**src/hdl/cole_pkg.sv**
```systemverilog
// ----------------------------------------------------------------------------
// cole_pkg
// Types and codes shared by the circular ordered list engine.
// ----------------------------------------------------------------------------
package cole_pkg;

	localparam logic [3:0] MODE_CLEAR  = 4'd0;
	localparam logic [3:0] MODE_FRONT  = 4'd1;
	localparam logic [3:0] MODE_END    = 4'd2;
	localparam logic [3:0] MODE_BEFORE = 4'd3;
	localparam logic [3:0] MODE_DROP_F = 4'd4;
	localparam logic [3:0] MODE_DROP_L = 4'd5;
	localparam logic [3:0] MODE_DROP_K = 4'd6;
	localparam logic [3:0] MODE_SEARCH = 4'd7;
	localparam logic [3:0] MODE_LIST   = 4'd8;

	localparam logic [1:0] ST_OK    = 2'd0;
	localparam logic [1:0] ST_MISS  = 2'd1;
	localparam logic [1:0] ST_EMPTY = 2'd2;
	localparam logic [1:0] ST_FULL  = 2'd3;

	typedef struct packed {
		logic        [3:0]  mode;
		logic signed [31:0] new_value;
		logic signed [31:0] key;
	} cole_in_t;

	typedef struct packed {
		logic        [1:0]  status;
		logic signed [31:0] item_value;
		logic        [4:0]  entry_count;
		logic               last;
	} cole_out_t;

endpackage

```
**src/hdl/circular_ordered_list_engine.sv**
```systemverilog
// ----------------------------------------------------------------------------
// circular_ordered_list_engine
// Circular singly linked list of signed 32-bit values in a fixed node pool.
// ----------------------------------------------------------------------------
// One request is taken at a time. Front/end inserts, drop first, clear and
// unused modes register their word in S_DO and raise out_valid from S_OUT
// (clear rebuilds all links at once, as the link store is flip-flops). Key
// search, insert before key, drop key, drop last and listing walk the links
// one node per cycle through a single compare/step unit; a list request also
// waits on the output side for each of its words. in is stalled while a
// request is in progress or its last word waits in the output register.
module circular_ordered_list_engine
	import cole_pkg::*;
#(
	parameter int CAPACITY = 16
) (
	input  logic      clk,
	input  logic      arst_n,
	input  logic      in_valid,
	output logic      in_stall,
	input  cole_in_t  in_word,
	output logic      out_valid,
	input  logic      out_stall,
	output cole_out_t out_word
);

	localparam int IW = $clog2(CAPACITY);
	localparam int CW = $clog2(CAPACITY + 1);

	typedef enum logic [4:0] {
		S_IDLE = 5'b00001,
		S_WALK = 5'b00010,
		S_DO   = 5'b00100,
		S_LIST = 5'b01000,
		S_OUT  = 5'b10000
	} state_t;

	state_t state_q;
	logic [IW-1:0] link_q [CAPACITY];
	logic [IW-1:0] head_q, tail_q, free_q, cur_q, prev_q;
	logic [CW-1:0] occ_q, step_q;
	cole_in_t req_q;
	logic found_q;
	cole_out_t out_q;
	logic out_valid_q;

	// value store: written at insert, read at the walk pointer
	logic [31:0] val_mem [CAPACITY];
	logic [31:0] cur_val;
	assign cur_val = val_mem[cur_q];

	logic [4:0] occ5;
	assign occ5 = 5'(occ_q);

	assign in_stall  = (state_q != S_IDLE) || out_valid_q;
	assign out_valid = out_valid_q;
	assign out_word  = out_q;

	logic walk_hit;
	assign walk_hit = (req_q.mode == MODE_DROP_L) ? (link_q[cur_q] == tail_q)
	                                              : (cur_val == req_q.key);

	// found_q high means the key walk missed
	logic do_insert, do_remove;
	assign do_insert = (req_q.mode == MODE_FRONT || req_q.mode == MODE_END
	                    || (req_q.mode == MODE_BEFORE && occ_q != '0 && !found_q))
	                   && occ_q != CW'(CAPACITY);
	assign do_remove = (req_q.mode == MODE_DROP_F || req_q.mode == MODE_DROP_L
	                    || (req_q.mode == MODE_DROP_K && !found_q))
	                   && occ_q != '0;

	cole_out_t do_word;
	always_comb begin
		do_word = '{ST_OK, 32'sd0, occ5, 1'b1};
		if (do_insert) begin
			do_word.item_value  = req_q.new_value;
			do_word.entry_count = 5'(occ_q + CW'(1));
		end else if (do_remove) begin
			do_word.item_value  = cur_val;
			do_word.entry_count = 5'(occ_q - CW'(1));
		end else begin
			case (req_q.mode) inside
				MODE_CLEAR: do_word.entry_count = 5'd0;
				MODE_FRONT, MODE_END: do_word.status = ST_FULL;
				MODE_BEFORE: begin
					if (occ_q == '0)
						do_word.status = ST_EMPTY;
					else if (found_q)
						do_word.status = ST_MISS;
					else
						do_word.status = ST_FULL;
				end
				MODE_DROP_F, MODE_DROP_L, MODE_DROP_K:
					do_word.status = (occ_q == '0) ? ST_EMPTY : ST_MISS;
				MODE_SEARCH: begin
					if (occ_q == '0)
						do_word.status = ST_EMPTY;
					else if (found_q)
						do_word.status = ST_MISS;
					else
						do_word.item_value = req_q.key;
				end
				MODE_LIST: do_word.status = ST_EMPTY;
				default: ;
			endcase
		end
	end

	always_ff @(posedge clk) begin
		if (state_q == S_DO && do_insert)
			val_mem[free_q] <= req_q.new_value;
	end

	always_ff @(posedge clk or negedge arst_n) begin
		if (!arst_n) begin
			state_q     <= S_IDLE;
			for (int i = 0; i < CAPACITY; i++)
				link_q[i] <= (i + 1 < CAPACITY) ? IW'(i + 1) : '0;
			head_q      <= '0;
			tail_q      <= '0;
			free_q      <= '0;
			occ_q       <= '0;
			out_valid_q <= 1'b0;
			cur_q       <= '0;
			prev_q      <= '0;
			step_q      <= '0;
			found_q     <= 1'b0;
		end else begin
			unique case (state_q)
				S_IDLE: begin
					if (out_valid_q && !out_stall)
						out_valid_q <= 1'b0;
					if (in_valid && !in_stall) begin
						req_q   <= in_word;
						cur_q   <= head_q;
						prev_q  <= tail_q;
						step_q  <= '0;
						found_q <= 1'b0;
						if ((in_word.mode == MODE_BEFORE || in_word.mode == MODE_DROP_L
						     || in_word.mode == MODE_DROP_K || in_word.mode == MODE_SEARCH)
						    && occ_q != '0)
							state_q <= S_WALK;
						else if (in_word.mode == MODE_LIST && occ_q != '0)
							state_q <= S_LIST;
						else
							state_q <= S_DO;
					end
				end
				S_WALK: begin
					// found_q low here means hit; set high on a miss
					if (req_q.mode == MODE_DROP_L && occ_q == CW'(1)) begin
						cur_q   <= tail_q;
						prev_q  <= head_q;
						state_q <= S_DO;
					end else if (walk_hit) begin
						if (req_q.mode == MODE_DROP_L) begin
							prev_q <= cur_q;
							cur_q  <= tail_q;
						end
						state_q <= S_DO;
					end else if (step_q + CW'(1) == occ_q) begin
						found_q <= 1'b1;
						state_q <= S_DO;
					end else begin
						prev_q <= cur_q;
						cur_q  <= link_q[cur_q];
						step_q <= step_q + CW'(1);
					end
				end
				S_LIST: begin
					if (!out_valid_q || !out_stall) begin
						out_q       <= '{ST_OK, cur_val, occ5, step_q + CW'(1) == occ_q};
						out_valid_q <= 1'b1;
						cur_q       <= link_q[cur_q];
						step_q      <= step_q + CW'(1);
						if (step_q + CW'(1) == occ_q)
							state_q <= S_IDLE;
					end
				end
				S_DO: begin
					state_q <= S_OUT;
					out_q   <= do_word;
					if (req_q.mode == MODE_CLEAR) begin
						for (int i = 0; i < CAPACITY; i++)
							link_q[i] <= (i + 1 < CAPACITY) ? IW'(i + 1) : '0;
						head_q <= '0; tail_q <= '0; free_q <= '0; occ_q <= '0;
					end else if (do_insert) begin
						free_q <= link_q[free_q];
						if (occ_q == '0) begin
							head_q <= free_q; tail_q <= free_q;
							link_q[free_q] <= free_q;
						end else begin
							link_q[free_q] <= link_q[prev_q];
							link_q[prev_q] <= free_q;
							if (req_q.mode == MODE_END)
								tail_q <= free_q;
							else if (req_q.mode == MODE_FRONT || cur_q == head_q)
								head_q <= free_q;
						end
						occ_q <= occ_q + CW'(1);
					end else if (do_remove) begin
						if (occ_q == CW'(1)) begin
							head_q <= '0; tail_q <= '0;
						end else begin
							link_q[prev_q] <= link_q[cur_q];
							if (cur_q == head_q) head_q <= link_q[cur_q];
							if (cur_q == tail_q) tail_q <= prev_q;
						end
						link_q[cur_q] <= free_q;
						free_q <= cur_q;
						occ_q  <= occ_q - CW'(1);
					end
				end
				S_OUT: begin
					out_valid_q <= 1'b1;
					state_q     <= S_IDLE;
				end
				default: state_q <= S_IDLE;
			endcase
		end
	end

`ifndef SYNTHESIS
	a_occ_range: assert property (@(posedge clk) disable iff (!arst_n)
		occ_q <= CW'(CAPACITY)) else $error("occupancy over capacity");
	a_no_take_busy: assert property (@(posedge clk) disable iff (!arst_n)
		(state_q != S_IDLE) |-> in_stall) else $error("input taken while busy");
	a_hold_out: assert property (@(posedge clk) disable iff (!arst_n)
		(out_valid && out_stall) |=> (out_valid && $stable(out_word)))
		else $error("output word changed under stall");
	a_list_count: assert property (@(posedge clk) disable iff (!arst_n)
		(state_q == S_LIST) |-> (step_q < occ_q)) else $error("list walk overran");
`endif

endmodule

```
**config.mk**
```make
export PLATFORM = sky130hd
export DESIGN_NAME = circular_ordered_list_engine
export DESIGN_NICKNAME = d
export VERILOG_FILES = /design/src/hdl/cole_pkg.sv /design/src/hdl/circular_ordered_list_engine.sv
export SDC_FILE = /design/constraint.sdc
export NUM_CORES = 1
export LEC_CHECK = 0
export BUFFER_PORTS_ARGS = -buffer_cell sky130_fd_sc_hd__buf_2
export CAP_MARGIN = 0
export CORE_MARGIN = 2
export CORE_UTILIZATION = 55
export CTS_BUF_LIST = sky130_fd_sc_hd__clkbuf_8
export DETAILED_ROUTE_END_ITERATION = 12
export HOLD_SLACK_MARGIN = 0.08
export PLACE_DENSITY = 0.72
export SLEW_MARGIN = 5
export SYNTH_ARGS = -nofsm -noshare
export SYNTH_HDL_FRONTEND = slang
export SYNTH_SLANG_ARGS = --single-unit
```
**constraint.sdc**
```tcl
create_clock -name clk -period 9 [get_ports clk]
set_input_delay 0.9 -clock clk [delete_from_list [all_inputs] [get_ports clk]]
set_output_delay 0.9 -clock clk [all_outputs]
set_load 0.01 [all_outputs]
```
Yosys cells after proc, flatten, opt, wreduce, memory -nomap -nowiden
Memory sizes are Yosys's and may differ from the RTL's. Cells that the tools add are included. Widths: inputs -> output; s select.

Logic and storage cells: 251. Memories kept: 1. Output and inout bits: 42. Input port bits: 72. Register bits after elaboration: 209. RAM bits: 512.

Bitwise gates (word level): 3. Equality and inequality tests: 40. Reductions and logical operators: 51. Multiplexer cells: 114. $add $sub $neg: 3. $lt $le $gt $ge: 6.

Memory list: val_mem (depth 16, width 32, rd ports 1, clocked after Yosys merged registers in 0, write ports 1, RTL line circular_ordered_list_engine.sv:48) `logic [31:0] val_mem [CAPACITY];`.

Operators by type and width (number): $mux 64 (9); $bwmux 64 (5); $mux 32 (7); $mux 4 (40); $pmux 40 s2 (1); $mux 5 (15); $mux 37 (2); $bmux 4 s4 (3); $demux 4 s4 (3); $mux 40 (1); $eq 32x32->1 (1); $eq 4x3->1 const B (7); $mux 2 (12); $pmux 5 s4 (1); $ne 2x2->1 const B (8); $ge 5x5->1 const B (3); $lt 5x1->1 const B (3); $not 4->5 (3); $pmux 5 s3 (1); $reduce_and 5->1 (3); $logic_and 1x1->1 (14); $eq 4x2->1 const B (3); $eq 4x4->1 (3); $ne 4x4->1 const B (3); 33 further kinds (66).

Logic depth before layout (Yosys ltp)
Depth in word-level cells: 15. Mapped depth: 15. Gate-level depth less buffers: 10.

Worst setup path after synthesis
Ideal clock, no wire load.

Path type: flip-flop to flip-flop. Start: register state_q[4]. End: register req_q[0] in the netlist's numbering (enable). Setup time: 0.495 ns. Data required time: 8.505 ns. Path buffers: 0. Arrival time: 4.019 ns. Cell stages (with the launch flop): 6. Setup slack: 4.486 ns. Cell sequence: dfrtp_1 -> nor3_1 -> nand3b_1 -> nor2_1 -> nand2_1 -> nor2_1.

Word-level cells in the longest chain between the ends: 5. Elaborated cells on any way between the ends: 6.

RTL lines: start: declaration (RTL line circular_ordered_list_engine.sv:38) `state_t state_q;`; start signal: assignment (RTL line circular_ordered_list_engine.sv:116) `state_q <= S_IDLE;`; start signal: assignment (RTL line circular_ordered_list_engine.sv:142) `state_q <= S_WALK;`; start signal: assignment (RTL line circular_ordered_list_engine.sv:144) `state_q <= S_LIST;`; $ne 5x1->1 (RTL line circular_ordered_list_engine.sv:55) `assign in_stall = (state_q != S_IDLE) || out_valid_q;`; $logic_or 1x1->1 (RTL line circular_ordered_list_engine.sv:55); $logic_not 1->1 (RTL line circular_ordered_list_engine.sv:133) `if (in_valid && !in_stall) begin`; $logic_and 1x1->1 (RTL line circular_ordered_list_engine.sv:133); $reduce_and 3->1 (no line) (*); end signal: assignment (RTL line circular_ordered_list_engine.sv:134) `req_q <= in_word;`; end: declaration (RTL line circular_ordered_list_engine.sv:42) `cole_in_t req_q;`.

Mark *: on every way between the ends. The rest lies on a longest branch, timed or not. A chain may end at the register's enable or synchronous reset.

Final worst setup path
Start: register cur_q[0]. End: register cur_q[1].

Word-level cells in the longest chain between the ends: 9. Elaborated cells on any way between the ends: 16.

RTL lines: start: declaration (RTL line circular_ordered_list_engine.sv:40) `logic [IW-1:0] head_q, tail_q, free_q, cur_q, prev_q;`; start signal: assignment (RTL line circular_ordered_list_engine.sv:135) `cur_q <= head_q;`; start signal: assignment (RTL line circular_ordered_list_engine.sv:152) `cur_q <= tail_q;`; start signal: assignment (RTL line circular_ordered_list_engine.sv:158) `cur_q <= tail_q;`; $not 4->5 (implied by the code) (RTL line circular_ordered_list_engine.sv:60, circular_ordered_list_engine.sv:166, circular_ordered_list_engine.sv:174); $bmux 4 s4 (RTL line circular_ordered_list_engine.sv:60, circular_ordered_list_engine.sv:166, circular_ordered_list_engine.sv:174); $mux 4 (implied by the code) (2 in series) (RTL line circular_ordered_list_engine.sv:60, circular_ordered_list_engine.sv:166, circular_ordered_list_engine.sv:174); $eq 4x4->1 (RTL line circular_ordered_list_engine.sv:60) `assign walk_hit = (req_q.mode == MODE_DROP_L) ? (link_q[cur_q] == tail_q)`; $mux 1 (RTL line circular_ordered_list_engine.sv:60); $mux 4 (RTL line circular_ordered_list_engine.sv:155) `end else if (walk_hit) begin`; $mux 4 (RTL line circular_ordered_list_engine.sv:151) `if (req_q.mode == MODE_DROP_L && occ_q == CW'(1)) begin`; $pmux 4 s3 (RTL line circular_ordered_list_engine.sv:129) `unique case (state_q)`.

Several ways; a longest one is shown, not always the timed one. The select of a mux whose other input is x is not followed.

==> results_dict.tcl <==
set metrics [dict create \
    status "finished, final reports clean" \
    netSwitchingFraction_pct 36.5 \
    cap_violations 0 \
    synth.avg_cell_area_um2 14.2 \
    max-vdd-ir-drop_mv 0.201 \
    insertion_delay_ps 760 \
    stdcell_area_um2 37900 \
    p_seq_share_pct 43.3 \
    root_buffer "clkbuf_8" \
    num_vias 23900 \
    htree_levels 3 \
    ff2ff_setup_slack_ps 3910 \
    fin_crit_ps 5090 \
    critical_path_class "register to register" \
    io-pin-count 114 \
    synth_async_sr_flop_share_pct 14.0 \
    final_layout_size_suffix_gt1_share_pct 22.9 \
    met1_length_um 37900 \
    syn-instance-count 2405 \
    synth_fp_nets 2482 \
    hold_path_class "primary input to asynchronous set/reset pin" \
    avgRoutedWirePerCell_um 30.2 \
    slew_headroom_pct 16.1 \
    slowest_delay_ps 1020 \
    power_mw 10.1 \
    drtAntennaViolNets 0 \
    fin_worst_skew_ps 38.8 \
    cts_resized 0 \
    synth_flop_cell "edfxtp_1" \
    clkPwrFrac_pct 26.3 \
    cp.required_ps 9610 \
    routabilityCongestion 0.969 \
    nets 2606 \
    overflow 0 \
    initial_core_util_pct 55.5 \
    drcViolationCount 0 \
    path_cells "buf_4 > nor2b_1 > a22o_1 > or3_1 > nand4b_1 > or4_1 > a211oi_1 > nand4_4 > o21ai_4 > a21bo_4 > mux2_2" \
    clkTransAtPathRegs_ps 60 \
    grt_pass1_wl_um 153000 \
    timing.final.crit_share_pct 56.6 \
    internal-power_mw 6.44 \
    power.switching_mw 3.70 \
    die_h_um 253 \
    nFillCells 4573 \
    antenna_found_initial 4 \
    cts_tree "done" \
    r2r-start "cur_q[0]" \
    ys_types 84 \
    areaGrowthSynthToFinish_pct 10.7 \
    finalSetupViolations 0 \
    cp.arrival_ps 5710 \
    synth_edf_count 620 \
    dp_hpwl_um 62400 \
    netlist_area_um2 34200 \
    cts_made_buffers 113 \
    postCtsHoldBufs 0 \
    yosys_warnings 0 \
    worst_slew_pin_slew_ps 1250 \
    die_x_um 253 \
    vias_per_cell 6.91 \
    powerDensity_nw_per_um2 268 \
    dr.pass1.iters 7 \
    coreArea_um2 61600 \
    synth-seq-cells 721 \
    start_kind "register" \
    tns_ps 0 \
    p_leak_nw 12.4 \
    rsz0062_at_grt "no" \
    wl_met3_um 13200 \
    grt_pass1_vias 23400 \
    drt-total-wl_um 104000 \
    placement.io_buffers 113 \
    clock.fmax_mhz 196 \
    grt_max_degree 137 \
    drt_first_iter_violations 3432 \
    clkSinkCount 721 \
    r2r-end "cur_q[1]" \
    crit_path_max_fanout 45 \
    cts_setup_buffers 0 \
    r2r_cells 11 \
    slowest_stage "nor2b_1" \
    dieArea_um2 64200 \
    grt_usage_pct 32.8 \
    cp-end-kind "register" \
    wl_met2_um 47500 \
    finalMaxSlewViolations 0 \
    combPwrFrac_pct 30.4 \
    placed_cell_area_um2 35700 \
    yosysSeqAreaShare_pct 61.9 \
    placementRows 91 \
    hold_violations 0 \
    top_layer_used "met5" \
    clock_path_buffers 3 \
]
synthesized netlist by cell type, drive strengths merged, types with 20 or more instances:
cell type    n  area [µm²]
inv         30         113
mux2i      102        1030
nor3        47         240
dfstp       33         867
nand2      170         638
o22ai       27         169
a22oi      120         906
o21ai      128         663
xnor2       42         368
o22a        22         193
a21oi       83         427
buf         59         394
a221oi      25         219
nor2b       20         125
mux4       140        3150
nor2       150         563
dfrtp       68        1700
nand3       42         215
edfxtp     620       18600
mux2        68         781
a211oi      23         173
clkbuf     110         413
xor2        24         210
final cells by class:
class	instances	area (µm²)	area share, %
tap	837	1050	2.77
timing repair buffer	178	1070	2.82
sequential	721	21200	56.0
inverter	32	120	0.317
clock buffer	115	1580	4.18
clock inverter	94	578	1.53
antenna	1	2.50	0.00661
multi-input combinational	1483	12300	32.4
cell families after synthesis:
kind of cell	count (synthesis)	share of synthesized area (%)
multiplexers	310	14.5
adder cells (fa/ha/maj)	5	0.183
buffers and inverters	201	2.71
AND/OR/NAND/NOR	522	7.16
AO/OA/AOI/OAI	580	11.8
XOR/XNOR	66	1.69
flip-flops	721	61.9
worst max-delay path: cells and delay by family (launching register included):
family | cells | cell delay, ps
AO/OA/AOI/OAI | 4 | 1100
buffers and inverters | 1 | 670
flip-flops | 1 | 710
multiplexers | 1 | 340
AND/OR/NAND/NOR | 5 | 2110
cell usage in the layout, fill, tap and decap left out, types with 27 or more instances in the layout:
master | Yosys | final
edfxtp_1 | 620 | 620
nand2_1 | 170 | 169
mux4_2 | 140 | 140
nor2_1 | 150 | 130
o21ai_0 | 119 | 119
a22oi_1 | 119 | 119
clkbuf_8 | 0 | 115
buf_2 | 15 | 112
mux2i_1 | 101 | 101
a21oi_1 | 82 | 81
inv_1 | 30 | 71
buf_4 | 15 | 65
dfrtp_1 | 68 | 62
mux2_2 | 53 | 53
nor3_1 | 46 | 44
xnor2_1 | 42 | 42
nand3_1 | 41 | 40
dfstp_2 | 33 | 33
o22ai_1 | 27 | 27
flip-flops by register name, indices dropped and copies added (netlist names):
register	cells
found_q	1
out_word	40
occ5	5
prev_q	4
val_mem	512
req_q	68
state_q	5
out_valid	1
tail_q	4
link_q	64
step_q	5
cur_q	4
head_q	4
free_q	4
layer usage:
layer  vias to the layer above  track usage [%]
li1                       9859                -
met1                     11800             44.1
met2                      1834             50.3
met3                       414             8.04
met4                         4             16.0
met5                         -                0
how the worst max path moves through the flow:
stage | slack [ps] | start | cells past startpoint | endpoint
floorplan | 4490 | state_q[4] | 5 | req_q[0]
global placement | 4190 | cur_q[0] | 11 | cur_q[1]
detailed placement | 4000 | cur_q[0] | 11 | cur_q[1]
CTS | 3980 | cur_q[0] | 11 | cur_q[1]
global route | 3730 | cur_q[0] | 11 | cur_q[1]
finish | 3910 | cur_q[0] | 11 | cur_q[1]
power groups by stage:
stage | clock network, mW | registers (mW) | logic, mW
2_1_floorplan | 0 | 4.20 | 2.17
3_3_place_gp | 0 | 4.42 | 2.94
3_5_place_dp | 0 | 4.44 | 2.99
4_1_cts | 2.69 | 4.38 | 3.00
5_1_grt | 2.84 | 4.41 | 3.25
6_report | 2.67 | 4.39 | 3.08
stage by stage:
stage	hold slack [ps]	std cells	util [%]	setup WS [ps]
finish	179	3461	61.5	3910
global route	207	3461	61.5	3730
CTS	182	3460	61.5	3980
detailed placement	485	3251	58.0	4000
global placement	470	3251	58.0	4190
floorplan	463	2405	-	4490
Power figures use the tool's default switching activity.
